`config.mk`:
```
export PLATFORM = sky130hd
export DESIGN_NAME = nni_ctrl
export DESIGN_NICKNAME = d
export VERILOG_FILES = /design/src/sv/nni_pkg.sv /design/src/sv/nni_ctrl.sv
export SDC_FILE = /design/constraint.sdc
export NUM_CORES = 1
export LEC_CHECK = 0
export BUFFER_PORTS_ARGS = -buffer_cell sky130_fd_sc_hd__buf_2
export CORE_AREA = 10 10 47 49
export CTS_CLUSTER_DIAMETER = 100
export CTS_CLUSTER_SIZE = 25
export DETAILED_ROUTE_END_ITERATION = 16
export DIE_AREA = 0 0 57 59
export PLACE_DENSITY = 0.44
export SLEW_MARGIN = 25
export SYNTH_ARGS = -nofsm -noshare
export SYNTH_HDL_FRONTEND = slang
export SYNTH_SLANG_ARGS = --single-unit
```
`constraint.sdc`:
```
create_clock -name i_clk -period 2 [get_ports i_clk]
set_clock_uncertainty 0.1 [all_clocks]
set_input_delay 0.4 -clock i_clk [delete_from_list [all_inputs] [get_ports i_clk]]
set_output_delay 0.4 -clock i_clk [all_outputs]
set_load 0.02 [all_outputs]
```
`src/sv/nni_pkg.sv`:
```
// Shared types and constants for the axis nearest-neighbour insert block.
// No dependencies; imported by the controller, datapath and top level.
`timescale 1ns / 1ps

package nni_pkg;

    localparam int MAX_POINTS_DEF = 256;
    localparam int COORD_BITS_DEF = 16;

    localparam int FIELD_W   = 16;  // width of the coordinate ports
    localparam int IDX_OUT_W = 8;   // width of the reported index fields

    localparam int NUM_DIR   = 4;
    localparam int DIR_BELOW = 0;
    localparam int DIR_ABOVE = 1;
    localparam int DIR_RIGHT = 2;
    localparam int DIR_LEFT  = 3;

    typedef struct packed {
        logic start;   // latch the new point, clear the best candidates
        logic rd;      // read the store at the scan address and advance
        logic finish;  // store the point and load the result register
    } t_ctrl_cmd;

    typedef struct packed {
        logic empty;     // no points stored
        logic full;      // store holds MAX_POINTS points
        logic last_rd;   // scan address is the last stored point
        logic out_free;  // result register can take a new beat
    } t_dp_status;

endpackage

```
`src/sv/nni_ctrl.sv`:
```
// Controller state machine for the nearest-neighbour insert.
// Depends on nni_pkg; drives the datapath through t_ctrl_cmd.
`timescale 1ns / 1ps

module nni_ctrl
    import nni_pkg::*;
(
    input  logic       i_clk,
    input  logic       i_rst_n,
    input  logic       i_in_valid,
    output logic       o_in_stall,
    input  t_dp_status i_status,
    output t_ctrl_cmd  o_cmd
);

    localparam logic [1:0] S_IDLE  = 2'd0;
    localparam logic [1:0] S_SCAN  = 2'd1;
    localparam logic [1:0] S_DRAIN = 2'd2;
    localparam logic [1:0] S_POST  = 2'd3;

    logic [1:0] r_state;
    logic [1:0] n_state;

    assign o_in_stall = (r_state != S_IDLE);

    always_comb begin
        n_state      = r_state;
        o_cmd        = '0;
        unique case (r_state)
            S_IDLE: begin
                if (i_in_valid) begin
                    o_cmd.start = 1'b1;
                    // nothing to scan when empty; refuse at once when full
                    if (i_status.empty || i_status.full) begin
                        n_state = S_POST;
                    end else begin
                        n_state = S_SCAN;
                    end
                end
            end
            S_SCAN: begin
                o_cmd.rd = 1'b1;
                if (i_status.last_rd) begin
                    n_state = S_DRAIN;
                end
            end
            S_DRAIN: begin
                n_state = S_POST;
            end
            S_POST: begin
                if (i_status.out_free) begin
                    o_cmd.finish = 1'b1;
                    n_state      = S_IDLE;
                end
            end
            default: begin
                n_state = S_IDLE;
            end
        endcase
    end

    always_ff @(posedge i_clk) begin
        if (!i_rst_n) begin
            r_state <= S_IDLE;
        end else begin
            r_state <= n_state;
        end
    end

    a_start_only_idle: assert property (@(posedge i_clk) disable iff (!i_rst_n)
        o_cmd.start |-> (r_state == S_IDLE))
        else $error("start issued outside idle");

    a_scan_ends_in_drain: assert property (@(posedge i_clk) disable iff (!i_rst_n)
        (o_cmd.rd && i_status.last_rd) |=> (r_state == S_DRAIN))
        else $error("scan did not hand over to drain");

    a_finish_needs_room: assert property (@(posedge i_clk) disable iff (!i_rst_n)
        o_cmd.finish |-> i_status.out_free)
        else $error("finish while result register blocked");

endmodule

```
==> impl_summary.log, run 1 <==
[metrics] detailed-router iteration count before antenna repair: 4
[metrics] Vias/cell: 3.56
[metrics] Worst EP required: approximately 1500 ps
[metrics] area added between synthesis and finish: 47.7%
[metrics] clock latency on the worst-skew pair: about 220 ps
[metrics] static leakage: approximately 0.17 nW
[metrics] Post-Synthesis Mean Instance Area: roughly 8.4 sq um
[metrics] number of buffers created by CTS: 3
[metrics] routability congestion estimate from global placement: 0.679
[metrics] Warnings, synthesis: 0
[metrics] residual DRC count: 0
[metrics] cell count of the worst reg-to-reg path: 4
[metrics] critical setup path kind: reg2out
[metrics] sum of negative setup slack: 0 ps
[metrics] CTS tree: built
[metrics] final hold vios: 0
[metrics] cts hold-fix bufs: 0
[metrics] Worst EP arrival: ~1200 ps
[metrics] Root Buffer: sky130_fd_sc_hd__clkbuf_4
[metrics] main area contributors after synthesis: sky130_fd_sc_hd__ha_1, sky130_fd_sc_hd__dfxtp_1, sky130_fd_sc_hd__inv_1
[metrics] WP depth: 5
[metrics] num rows: 14
[metrics] worst r2r dst: r_state[1]
[metrics] Post-Syn Nets: 35
[metrics] largest net degree at the start of global routing: 5
[metrics] worst stage delay on the critical path: ~380 ps
[metrics] Final Critical Period: 1670 ps
[metrics] list of cells traversed by the critical path: inv_1, ha_1, inv_1, nor2_1, buf_2
[metrics] detail-routed net length per standard cell: 9.62 microns
[metrics] Max Root-Sink Buffers: 2
[metrics] max-capacitance violation count: 0
[metrics] Post-Synthesis Cell Area: around 190 sq um
[metrics] CP Capture Point: o_cmd[2]
[metrics] Period Utilization, post-route: a little over four fifths
[metrics] setup repair after global routing missed its margin: no
[metrics] slew at the pin closest to its max-slew limit: about 530 ps
[metrics] area of combinational cells with multiple inputs: about 130 sq um
[metrics] die outline area: about 0.0034 sq mm
[metrics] cell accounting for the most synthesized area: sky130_fd_sc_hd__ha_1
[metrics] detailed placement HPWL: 406 microns
[metrics] leading registers by flop count: r_state (2)
[metrics] post-CTS resize count: 0
[metrics] total of endpoints with negative setup slack in the final report: 0
[metrics] number of antenna violations at the first check in global routing: 0
[metrics] Biggest register: r_state
[metrics] IO Port Bufs: 10
[metrics] Worst setup EP type: output port
[metrics] headroom to the max-slew limit: 64.4%
[metrics] Worst Setup Start Kind: flip-flop
[metrics] antenna-violating nets left: 0
[metrics] chip height: around 59 microns
[metrics] gate count after technology mapping: 23
[metrics] Reg2Reg Setup Slack: roughly 400 ps
[metrics] Critical R2R Launch: r_state[1]
[metrics] global router's overall resource usage: between 3 and 4%
[metrics] FMAX: roughly 600 MHz
[metrics] vias in the first global route: roughly 190
[metrics] placeable core region: roughly 0.0014 sq mm
[metrics] Crit Path Max Fanout: 4
[metrics] initial drt markers: 2
[metrics] remaining global-route overflow: 0
[metrics] Horiz. Die Dim: around 57 microns
[metrics] net total in the final layout: 50
[metrics] Top Family by Delay on Critical Path: flip-flops
[metrics] share of Yosys cell area claimed by the top area cell type: 32.3%
[metrics] postcts setup bufs: 0
[metrics] buffer and inverter count on the worst path: 3
[metrics] dominant cell type by count on the critical path: sky130_fd_sc_hd__inv_1
[metrics] final routed wirelength across all metal layers: approximately 500 microns
[metrics] fillers: approximately 160
[metrics] number of distinct standard cells referenced by the synthesized netlist: 11
[metrics] worst-case vdd ir drop: approximately 320 uV
[metrics] initial core utilization: 13.8%
[metrics] register area: 40.0 sq um
[metrics] Crit. Startpoint: r_state[0]
[metrics] number of clock sinks: 2
[metrics] run status: finished clean
[metrics] Fin Hold WS: 368 ps
[metrics] io pins: 11
[metrics] via count: 185
[metrics] antenna diode count: 0
[metrics] count of final max-slew check failures: 0
[metrics] fraction of final layout cells sized beyond drive strength 1: between 30 and 40%
[metrics] first-pass GRT wire length: slightly above 800 microns
[metrics] worst min-delay path class: in2reg
[metrics] flip-flop count of the largest register after layout: 2
[metrics] post-synthesis register bit count: 2
[metrics] power density over cell area: 1470 mW/mm^2
[metrics] fraction of the yosys area taken by sequential cells: between 20% and 30%
[metrics] clock edge transition at the registers on the reported setup and hold paths: around 30 ps
[metrics] depth of the CTS H-tree: 1
[metrics] Slowest-stage cell, CP: sky130_fd_sc_hd__dfxtp_1
-- layout by cell type, fill, tap and decap left out --
master / count
sky130_fd_sc_hd__buf_2: 10
sky130_fd_sc_hd__o21ai_0: 1
sky130_fd_sc_hd__nand2b_1: 1
sky130_fd_sc_hd__dfxtp_1: 2
sky130_fd_sc_hd__nor2_1: 1
sky130_fd_sc_hd__a222oi_1: 1
sky130_fd_sc_hd__nand2_1: 2
sky130_fd_sc_hd__ha_1: 5
sky130_fd_sc_hd__inv_1: 6
sky130_fd_sc_hd__mux2i_1: 2
sky130_fd_sc_hd__clkbuf_4: 3
sky130_fd_sc_hd__o221ai_1: 1
sky130_fd_sc_hd__and2_2: 1
-- worst register-to-register path, delay by kind of cell, from the launching register on --
family | cells | cell delay (ps)
AOI/OAI and AO/OA | 1 | 510
adders and majority gates | 1 | 200
buffers and inverters | 1 | 100
DFF | 1 | 380
muxes | 1 | 240
-- worst min path at each step --
stage / start / end / slack [ps] / cells past startpoint
finish: i_rst_n / r_state[0] / 370 / 3
global route: i_rst_n / r_state[1] / 390 / 3
CTS: i_rst_n / r_state[0] / 360 / 3
detailed placement: r_state[1] / r_state[1] / 420 / 2
global placement: r_state[0] / r_state[0] / 410 / 2
floorplan: r_state[1] / r_state[1] / 370 / 2
-- per-layer routing --
layer  track usage (%)  routed length [microns]  vias to the layer above
met5                 0                        0                        -
met4              3.02                        5                        0
met3              3.65                       82                        2
met2              2.33                      141                       11
met1              4.03                      271                       72
li1                  -                        -                      100
-- per-stage QoR --
step                cell area, sq um  std cells  total power [mW]  utilization (%)  setup slack, ps
finish                           287         52             0.421             20.4              327
global route                     287         52             0.470             20.4              233
CTS                              287         52             0.431             20.4              304
detailed placement               264         49             0.335             18.8              388
global placement                 264         49             0.334             18.8              421
floorplan                        194         23             0.261                -              463
-- cell usage after synthesis --
library cell / n
sky130_fd_sc_hd__nor2_1: 1
sky130_fd_sc_hd__o21ai_0: 1
sky130_fd_sc_hd__inv_1: 6
sky130_fd_sc_hd__and2_2: 1
sky130_fd_sc_hd__a222oi_1: 1
sky130_fd_sc_hd__nand2b_1: 1
sky130_fd_sc_hd__nand2_1: 2
sky130_fd_sc_hd__dfxtp_1: 2
sky130_fd_sc_hd__mux2i_1: 2
sky130_fd_sc_hd__ha_1: 5
sky130_fd_sc_hd__o221ai_1: 1
-- cells by family after synthesis --
logic type / synth area share [%]
adders and majority gates: 32.3
DFF: 20.6
and+or+nand+nor: 12.9
AOI/OAI and AO/OA: 12.3
muxes: 10.3
buffers and inverters: 11.6
-- cell type report --
cell class	count	area share, %
multi-input cells	15	45.9
well taps	16	6.99
flip-flops and latches	2	14.0
repair buffers	10	17.5
inverters	6	7.86
clock buffers	3	7.86
-- power breakdown --
part / internal, mW / switching (mW) / total [mW]
Clock: 0.0662 / 0.0225 / 0.0887
Sequential: 0.0615 / 0.0246 / 0.0860
Combinational: 0.0992 / 0.147 / 0.246
Note: power is estimated with default switching activity, not from simulation.
==> inputs of run 2 (changes only) <==
- ABC_AREA: default -> 1
- PLACE_DENSITY: 0.44 -> 0.46
- clock period: 2 -> 1.7 ns (I/O delays scaled with it)
==> run 2 against run 1 <==
  * Power up 29%
  * Combinational power up 43%
  * Synthesized area up 12%
  * Critical path type unchanged
  * Critical endpoint unchanged
==> impl_summary.log, run 2 <==
[metrics] Crit Path Max Fanout: 4 (unchanged)
[metrics] P_int: 0.283 mW (+25%)
[metrics] static leakage: 0.206 nW (+22%)
[metrics] routability congestion estimate from global placement: 0.606 (-11%)
[metrics] net total in the final layout: 61 (+22%)
[metrics] list of cells traversed by the critical path: inv_1, ha_1, nand2_1, inv_1, buf_2
[metrics] main combinational cell family by area after synthesis: simple AND/OR/NAND/NOR gates
[metrics] num rows: 14 (unchanged)
[metrics] leading registers by flop count: r_state (2)
[metrics] gate count after technology mapping: 34 (+48%)
[metrics] global router's overall resource usage: 3.03% (-0.21 points)
[metrics] critical setup path kind: reg2out
[metrics] count leader, synth: sky130_fd_sc_hd__nand2_1
[metrics] Horiz. Die Dim: 57 microns (unchanged)
[metrics] Post-Synthesis Mean Instance Area: 6.37 sq um (-24%)
[metrics] register area: 40.0 sq um (unchanged)
[metrics] Period Utilization, post-route: 92.1%
[metrics] simple-gate share of the synthesized area: 34.7% (+22 points)
[metrics] IO Port Bufs: 10 (unchanged)
[metrics] sum of negative setup slack: 0 ps (unchanged)
[metrics] first-pass GRT wire length: 828 microns (+1.7%)
[metrics] antenna-violating nets left: 0 (unchanged)
[metrics] initial drt markers: 0 (-2)
[metrics] fraction of final layout cells sized beyond drive strength 1: 31.9% (-7.0 points)
[metrics] total of endpoints with negative setup slack in the final report: 0 (unchanged)
[metrics] fraction of the yosys area taken by sequential cells: 18.5% (-2.1 points)
[metrics] Vias/cell: 3.40 (-4.5%)
[metrics] Gate power share: 64.6% (+6.2 points)
[metrics] detailed placement HPWL: 408 microns (+0.52%)
[metrics] Biggest register: r_state
[metrics] share of Yosys cell area claimed by the top area cell type: 28.9% (-3.4 points)
[metrics] area added between synthesis and finish: 42.8%
[metrics] io pins: 11 (unchanged)
[metrics] largest net degree at the start of global routing: 5 (unchanged)
[metrics] primary flip-flop cell chosen by synthesis mapping: sky130_fd_sc_hd__dfxtp_1
[metrics] Final Critical Period: roughly 1600 ps
[metrics] top cells by instance count after synthesis: sky130_fd_sc_hd__nand2_1, sky130_fd_sc_hd__inv_1, sky130_fd_sc_hd__ha_1
[metrics] clock edge transition at the registers on the reported setup and hold paths: 30 ps (about the same)
[metrics] multiplexer fraction of the synthesized cell area: 0% (-10 points)
[metrics] cts hold-fix bufs: 0 (unchanged)
[metrics] Sw Ratio: 48.0% (+2.0 points)
[metrics] worst min-delay path class: in2reg
[metrics] Max Root-Sink Buffers: 2 (unchanged)
[metrics] setup repair after global routing missed its margin: no
[metrics] number of distinct standard cells referenced by the synthesized netlist: 9 (-2)
[metrics] initial core utilization: 15.4% (+1.6 points)
[metrics] area share of fa/ha/maj cells after synthesis: 28.9% (-3.4 points)
[metrics] power density over cell area: 1760 mW/mm^2 (+20%)
[metrics] XOR/XNOR Fraction of Synth Area: 0% (unchanged)
[metrics] antenna diode count: 0 (unchanged)
[metrics] final setup slack of the worst path: 134 ps (-192 ps)
[metrics] via count: 214 (+16%)
[metrics] flip-flop count of the largest register after layout: 2 (unchanged)
[metrics] FMAX: between 600 and 700 MHz
[metrics] detail-routed net length per standard cell: 7.44 microns (-23%)
[metrics] post-synthesis register bit count: 2 (unchanged)
[metrics] chip height: 59 microns (unchanged)
[metrics] Post-Syn Nets: 46 (+31%)
[metrics] number of clock sinks: 2 (unchanged)
[metrics] post-CTS resize count: 0 (unchanged)
[metrics] Worst EP required: 1260 ps (-240 ps)
[metrics] clock latency on the worst-skew pair: 220 ps (about the same)
[metrics] highest-count cells in the layout ignoring fill and taps: sky130_fd_sc_hd__nand2_1, sky130_fd_sc_hd__buf_2, sky130_fd_sc_hd__inv_1
[metrics] depth of the CTS H-tree: 1 (unchanged)
[metrics] share of async-settable or async-resettable flops after synthesis: 0% (unchanged)
[metrics] die outline area: 0.00336 sq mm (unchanged)
[metrics] Post-Synthesis Cell Area: 216 sq um (+12%)
[metrics] CTS tree: built
[metrics] vias in the first global route: 222 (+17%)
[metrics] placeable core region: 0.00140 sq mm (unchanged)
[metrics] final hold vios: 0 (unchanged)
[metrics] slew at the pin closest to its max-slew limit: 128 ps (-406 ps)
[metrics] switching power: 0.262 mW (+35%)
[metrics] main area contributors after synthesis: sky130_fd_sc_hd__ha_1, sky130_fd_sc_hd__dfxtp_1, sky130_fd_sc_hd__nand2_1
[metrics] worst setup slack before clock tree synthesis: 345 ps (-43.6 ps)
[metrics] dominant cell type by count on the critical path: sky130_fd_sc_hd__inv_1
[metrics] Slowest-stage cell, CP: sky130_fd_sc_hd__dfxtp_1
[metrics] Worst EP arrival: 1130 ps (-40 ps)
[metrics] headroom to the max-slew limit: 91.4% (+27 points)
[metrics] run status: finished clean
[metrics] max-capacitance violation count: 0 (unchanged)
[metrics] EDFF count, synth: 0 (unchanged)
[metrics] cell accounting for the most synthesized area: sky130_fd_sc_hd__ha_1
[metrics] remaining global-route overflow: 0 (unchanged)
[metrics] worst stage delay on the critical path: 340 ps (-40 ps)
[metrics] Worst Setup Start Kind: flip-flop
[metrics] count of final max-slew check failures: 0 (unchanged)
[metrics] number of buffers created by CTS: 3 (unchanged)
[metrics] Root Buffer: sky130_fd_sc_hd__clkbuf_4
[metrics] number of antenna violations at the first check in global routing: 0 (unchanged)
[metrics] Worst setup EP type: output port
[metrics] final routed wirelength across all metal layers: 469 microns (-6.2%)
[metrics] sequential fraction of design power: 17.0% (-3.5 points)
[metrics] detailed-router iteration count before antenna repair: 1 (-3)
[metrics] residual DRC count: 0 (unchanged)
[metrics] area of combinational cells with multiple inputs: 143 sq um (+8.6%)
[metrics] postcts setup bufs: 0 (unchanged)
[metrics] complex-gate fraction of the synthesized area: 2.31% (-9.9 points)
[metrics] Warnings, synthesis: 0 (unchanged)
[metrics] portion of total power attributed to the clock network: 18.4% (-2.7 points)
[metrics] worst-case vdd ir drop: 250 uV (-23%)
[metrics] fillers: 167 (+3.7%)
run 2: worst max-delay path, delay by kind of cell, from the launching register on:
family	cells	cell delay [ps]
DFF	1	340
and+or+nand+nor	1	60
adders and majority gates	1	230
buffers and inverters	3	270
run 2: final cells by class:
type / instances / share of cell area (%)
timing repair buffer: 10 / 16.2
inverter: 9 / 10.9
clock buffer: 3 / 7.29
tap: 16 / 6.48
sequential: 2 / 13.0
multi-input combinational: 23 / 46.2
run 2: metal layers:
metal  part of all wire [%]  global-route usage (%)
met1                     40                    2.85
met2                     44                    4.50
met3                     14                    2.36
met4                    2.1                    2.01
met5                      0                       0
run 2: worst paths after layout:
path,start,slack (ps),to,cells past startpoint
max reg2reg,r_state[0],450,r_state[1],6
max,r_state[0],130,o_cmd[2],5
min reg2reg,r_state[0],530,r_state[0],4
min,i_rst_n,260,r_state[1],3
run 2: cells by family after synthesis:
| family | after synthesis |
|---|---|
| AND/OR/NAND/NOR | 17 |
| buffers and inverters | 9 |
| adder cells (fa/ha/maj) | 5 |
| flip-flops | 2 |
| AO/OA/AOI/OAI | 1 |
run 2: power groups by stage:
stage | Clock, mW | Combinational (mW) | Sequential [mW]
after global routing | 0.109 | 0.416 | 0.0984
after CTS | 0.106 | 0.362 | 0.0932
after global placement | 0 | 0.360 | 0.0938
after floorplan | 0 | 0.275 | 0.0893
final | 0.100 | 0.352 | 0.0927
after detailed placement | 0 | 0.360 | 0.0938
run 2: metrics by stage:
stage	hold WS, ps	cell area, sq um	std cells	power (mW)	utilization [%]
4_1_cts	256	309	63	0.562	22.1
6_report	262	309	63	0.545	22.1
5_1_grt	268	309	63	0.624	22.1
3_3_place_gp	483	287	60	0.454	20.4
3_5_place_dp	485	287	60	0.454	20.4
2_1_floorplan	360	216	34	0.364	-
==> inputs of run 3 (changes only) <==
- ABC_AREA: 1 -> default
- PLACE_DENSITY: 0.46 -> 0.44
==> run 3 against run 2 <==
  * Critical endpoint unchanged
  * Non-clock buffer count did not move
  * Maximum frequency fell by 2.6%
  * Largest cell class unchanged
  * Design area fell by 7.3%
  * Wire length fell by 0.21%
  * Largest power group unchanged
  * Clock power rose by 4%
  * Die area did not move
  * Sequential share of layout area rose by 1.0 points
  * Global-route usage rose by 0.22 points
  * Clock-buffer cell count did not move
  * Critical path type unchanged
==> impl_summary.log, run 3 (synthesis gave the netlist of run 1 again) <==
[metrics] Worst EP arrival: 1170 ps (+40 ps)
[metrics] chip height: 59 microns (unchanged)
[metrics] Worst Setup Start Kind: flip-flop
[metrics] number of cells in the finished layout apart from fillers: 52 (-17%)
[metrics] area added between synthesis and finish: 47.7%
[metrics] initial drt markers: 2 (+2)
[metrics] Sw Ratio: 45.3% (-2.8 points)
[metrics] fraction of final layout cells sized beyond drive strength 1: 38.9% (+7.0 points)
[metrics] list of cells traversed by the critical path: inv_1, ha_1, inv_1, nor2_1, buf_2
[metrics] number of antenna violations at the first check in global routing: 0 (unchanged)
[metrics] final routed wirelength across all metal layers: 468 microns (-0.21%)
[metrics] depth of the CTS H-tree: 1 (unchanged)
[metrics] Critical R2R Launch: r_state[1]
[metrics] remaining global-route overflow: 0 (unchanged)
[metrics] detailed placement HPWL: 399 microns (-2.2%)
[metrics] placeable core region: 0.00140 sq mm (unchanged)
[metrics] cts hold-fix bufs: 0 (unchanged)
[metrics] total of endpoints with negative setup slack in the final report: 0 (unchanged)
[metrics] Top Family by Delay on Critical Path: flip-flops
[metrics] worst r2r dst: r_state[0]
[metrics] cell count of the worst reg-to-reg path: 4 (-2)
[metrics] residual DRC count: 0 (unchanged)
[metrics] headroom to the max-slew limit: 67.1% (-24 points)
[metrics] most common library cell in the layout ignoring fill and taps: sky130_fd_sc_hd__buf_2
[metrics] Gate power share: 58.6% (-6.0 points)
[metrics] routability congestion estimate from global placement: 0.685 (+13%)
[metrics] number of buffers created by CTS: 3 (unchanged)
[metrics] clock latency on the worst-skew pair: 220 ps (about the same)
[metrics] number of clock sinks: 2 (unchanged)
[metrics] Crit Path Max Fanout: 4 (unchanged)
[metrics] postcts setup bufs: 0 (unchanged)
[metrics] highest-count cells in the layout ignoring fill and taps: sky130_fd_sc_hd__buf_2, sky130_fd_sc_hd__inv_1, sky130_fd_sc_hd__ha_1
[metrics] initial core utilization: 13.8% (-1.6 points)
[metrics] IO Port Bufs: 10 (unchanged)
[metrics] Reg2Reg Setup Slack: 150 ps (-300 ps)
[metrics] Pwr Total: 0.486 mW (-11%)
[metrics] first-pass GRT wire length: 786 microns (-5.1%)
[metrics] antenna diode count: 0 (unchanged)
[metrics] Worst setup EP type: output port
[metrics] portion of total power attributed to the clock network: 21.3% (+2.9 points)
[metrics] vias in the first global route: 181 (-18%)
[metrics] worst stage delay on the critical path: 370 ps (+30 ps)
[metrics] cell count after placement: 49 (-18%)
[metrics] count of final max-slew check failures: 0 (unchanged)
[metrics] post-CTS resize count: 0 (unchanged)
[metrics] Final Critical Period: 1610 ps (+42.5 ps)
[metrics] worst-case vdd ir drop: 464 uV (+85%)
[metrics] sum of negative setup slack: 0 ps (unchanged)
[metrics] net total in the final layout: 50 (-18%)
[metrics] launch instance of the worst min-delay path: i_rst_n
[metrics] antenna-violating nets left: 0 (unchanged)
[metrics] clock edge transition at the registers on the reported setup and hold paths: 30 ps (about the same)
[metrics] sequential fraction of design power: 20.1% (+3.1 points)
[metrics] FMAX: 622 MHz (-2.6%)
[metrics] io pins: 11 (unchanged)
[metrics] switching power: 0.220 mW (-16%)
[metrics] CTS tree: built
[metrics] Horiz. Die Dim: 57 microns (unchanged)
[metrics] largest net degree at the start of global routing: 5 (unchanged)
[metrics] die outline area: 0.00336 sq mm (unchanged)
[metrics] max-capacitance violation count: 0 (unchanged)
[metrics] Vias/cell: 3.65 (+7.6%)
[metrics] Period Utilization, post-route: 94.6% (+2.5 points)
[metrics] hold worst-path end: r_state[1]
[metrics] global router's overall resource usage: 3.24% (+0.22 points)
[metrics] detail-routed net length per standard cell: 9.00 microns (+21%)
[metrics] buffer and inverter count on the worst path: 3 (unchanged)
[metrics] setup repair after global routing missed its margin: no
[metrics] power density over cell area: 1700 mW/mm^2 (-3.7%)
[metrics] Hold Crit Depth: 3 (unchanged)
[metrics] leading registers by flop count: r_state (2)
[metrics] critical setup path kind: reg2out
[metrics] worst min-delay path class: in2reg
[metrics] via count: 190 (-11%)
[metrics] Slowest-stage cell, CP: sky130_fd_sc_hd__dfxtp_1
[metrics] detailed-router iteration count before antenna repair: 4 (+3)
[metrics] num rows: 14 (unchanged)
[metrics] slew at the pin closest to its max-slew limit: 493 ps (+366 ps)
[metrics] static leakage: 0.169 nW (-18%)
[metrics] fillers: 164 (-1.8%)
[metrics] dominant cell type by count on the critical path: sky130_fd_sc_hd__inv_1
[metrics] Root Buffer: sky130_fd_sc_hd__clkbuf_4
[metrics] Biggest register: r_state
[metrics] Max Root-Sink Buffers: 2 (unchanged)
[metrics] final hold vios: 0 (unchanged)
[metrics] P_int: 0.266 mW (-6.0%)
[metrics] Worst EP required: 1260 ps (about the same)
[metrics] flip-flop count of the largest register after layout: 2 (unchanged)
[metrics] run status: finished clean
## run 3: cell types whose count changed in the layout (fill, tap and decap cells not counted)
| cell | before | now |
|---|---|---|
| sky130_fd_sc_hd__mux2i_1 | 0 | 2 |
| sky130_fd_sc_hd__o221ai_1 | 0 | 1 |
| sky130_fd_sc_hd__nand2b_1 | 0 | 1 |
| sky130_fd_sc_hd__and2_2 | 0 | 1 |
| sky130_fd_sc_hd__a222oi_1 | 0 | 1 |
| sky130_fd_sc_hd__nand3_2 | 1 | 0 |
| sky130_fd_sc_hd__nor2_1 | 4 | 1 |
| sky130_fd_sc_hd__or2_0 | 1 | 0 |
| sky130_fd_sc_hd__nand2_1 | 10 | 2 |
| sky130_fd_sc_hd__nand2_2 | 1 | 0 |
| sky130_fd_sc_hd__inv_1 | 9 | 6 |
## run 3: metal layers
| metal | wire [microns] | up-vias | GRT usage, % |
|---|---|---|---|
| met4 | 0 | 0 | 2.01 |
| met5 | 0 | - | 0 |
| met3 | 95 | 0 | 4.72 |
| met2 | 121 | 11 | 2.33 |
| li1 | - | 101 | - |
| met1 | 250 | 78 | 3.80 |
## run 3: worst max-delay path by stage
stage                          start         end  slack (ps)  cells past startpoint
after floorplan           r_state[1]  r_state[0]         160                      4
after global placement    r_state[1]  r_state[0]         150                      4
after detailed placement  r_state[1]  r_state[0]         140                      4
after CTS                 r_state[0]    o_cmd[2]          70                      5
after global routing      r_state[0]    o_cmd[2]         0.2                      5
final                     r_state[0]    o_cmd[2]          90                      5
## run 3: layout make-up
| class | count | area, sq um | area share [%] |
|---|---|---|---|
| Timing Repair Buffer | 10 | 50.0 | 17.5 |
| Tap cell | 16 | 20.0 | 6.99 |
| Clock buffer | 3 | 22.5 | 7.86 |
| Inverter | 6 | 22.5 | 7.86 |
| Multi-Input combinational cell | 15 | 131 | 45.9 |
| Sequential cell | 2 | 40.0 | 14.0 |
## run 3: power groups by stage
stage | logic (mW) | clock network [mW] | registers (mW)
floorplan | 0.215 | 0 | 0.0922
global placement | 0.289 | 0 | 0.101
detailed placement | 0.290 | 0 | 0.100
CTS | 0.291 | 0.112 | 0.0993
global route | 0.331 | 0.114 | 0.105
finish | 0.285 | 0.104 | 0.0979
## run 3: worst min-delay path: cells and delay by family
family	cells	cell delay, ps
multiplexers	1	50
AND/OR/NAND/NOR	1	60
buffers and inverters	1	120
## run 3: through the flow
stage	cell area, sq um	hold WS (ps)	utilization (%)	setup slack (ps)
after floorplan	194	368	-	163
after detailed placement	264	398	18.8	138
after global placement	264	399	18.8	149
after CTS	287	291	20.4	67.4
final	287	302	20.4	91.7
after global routing	287	330	20.4	0.151
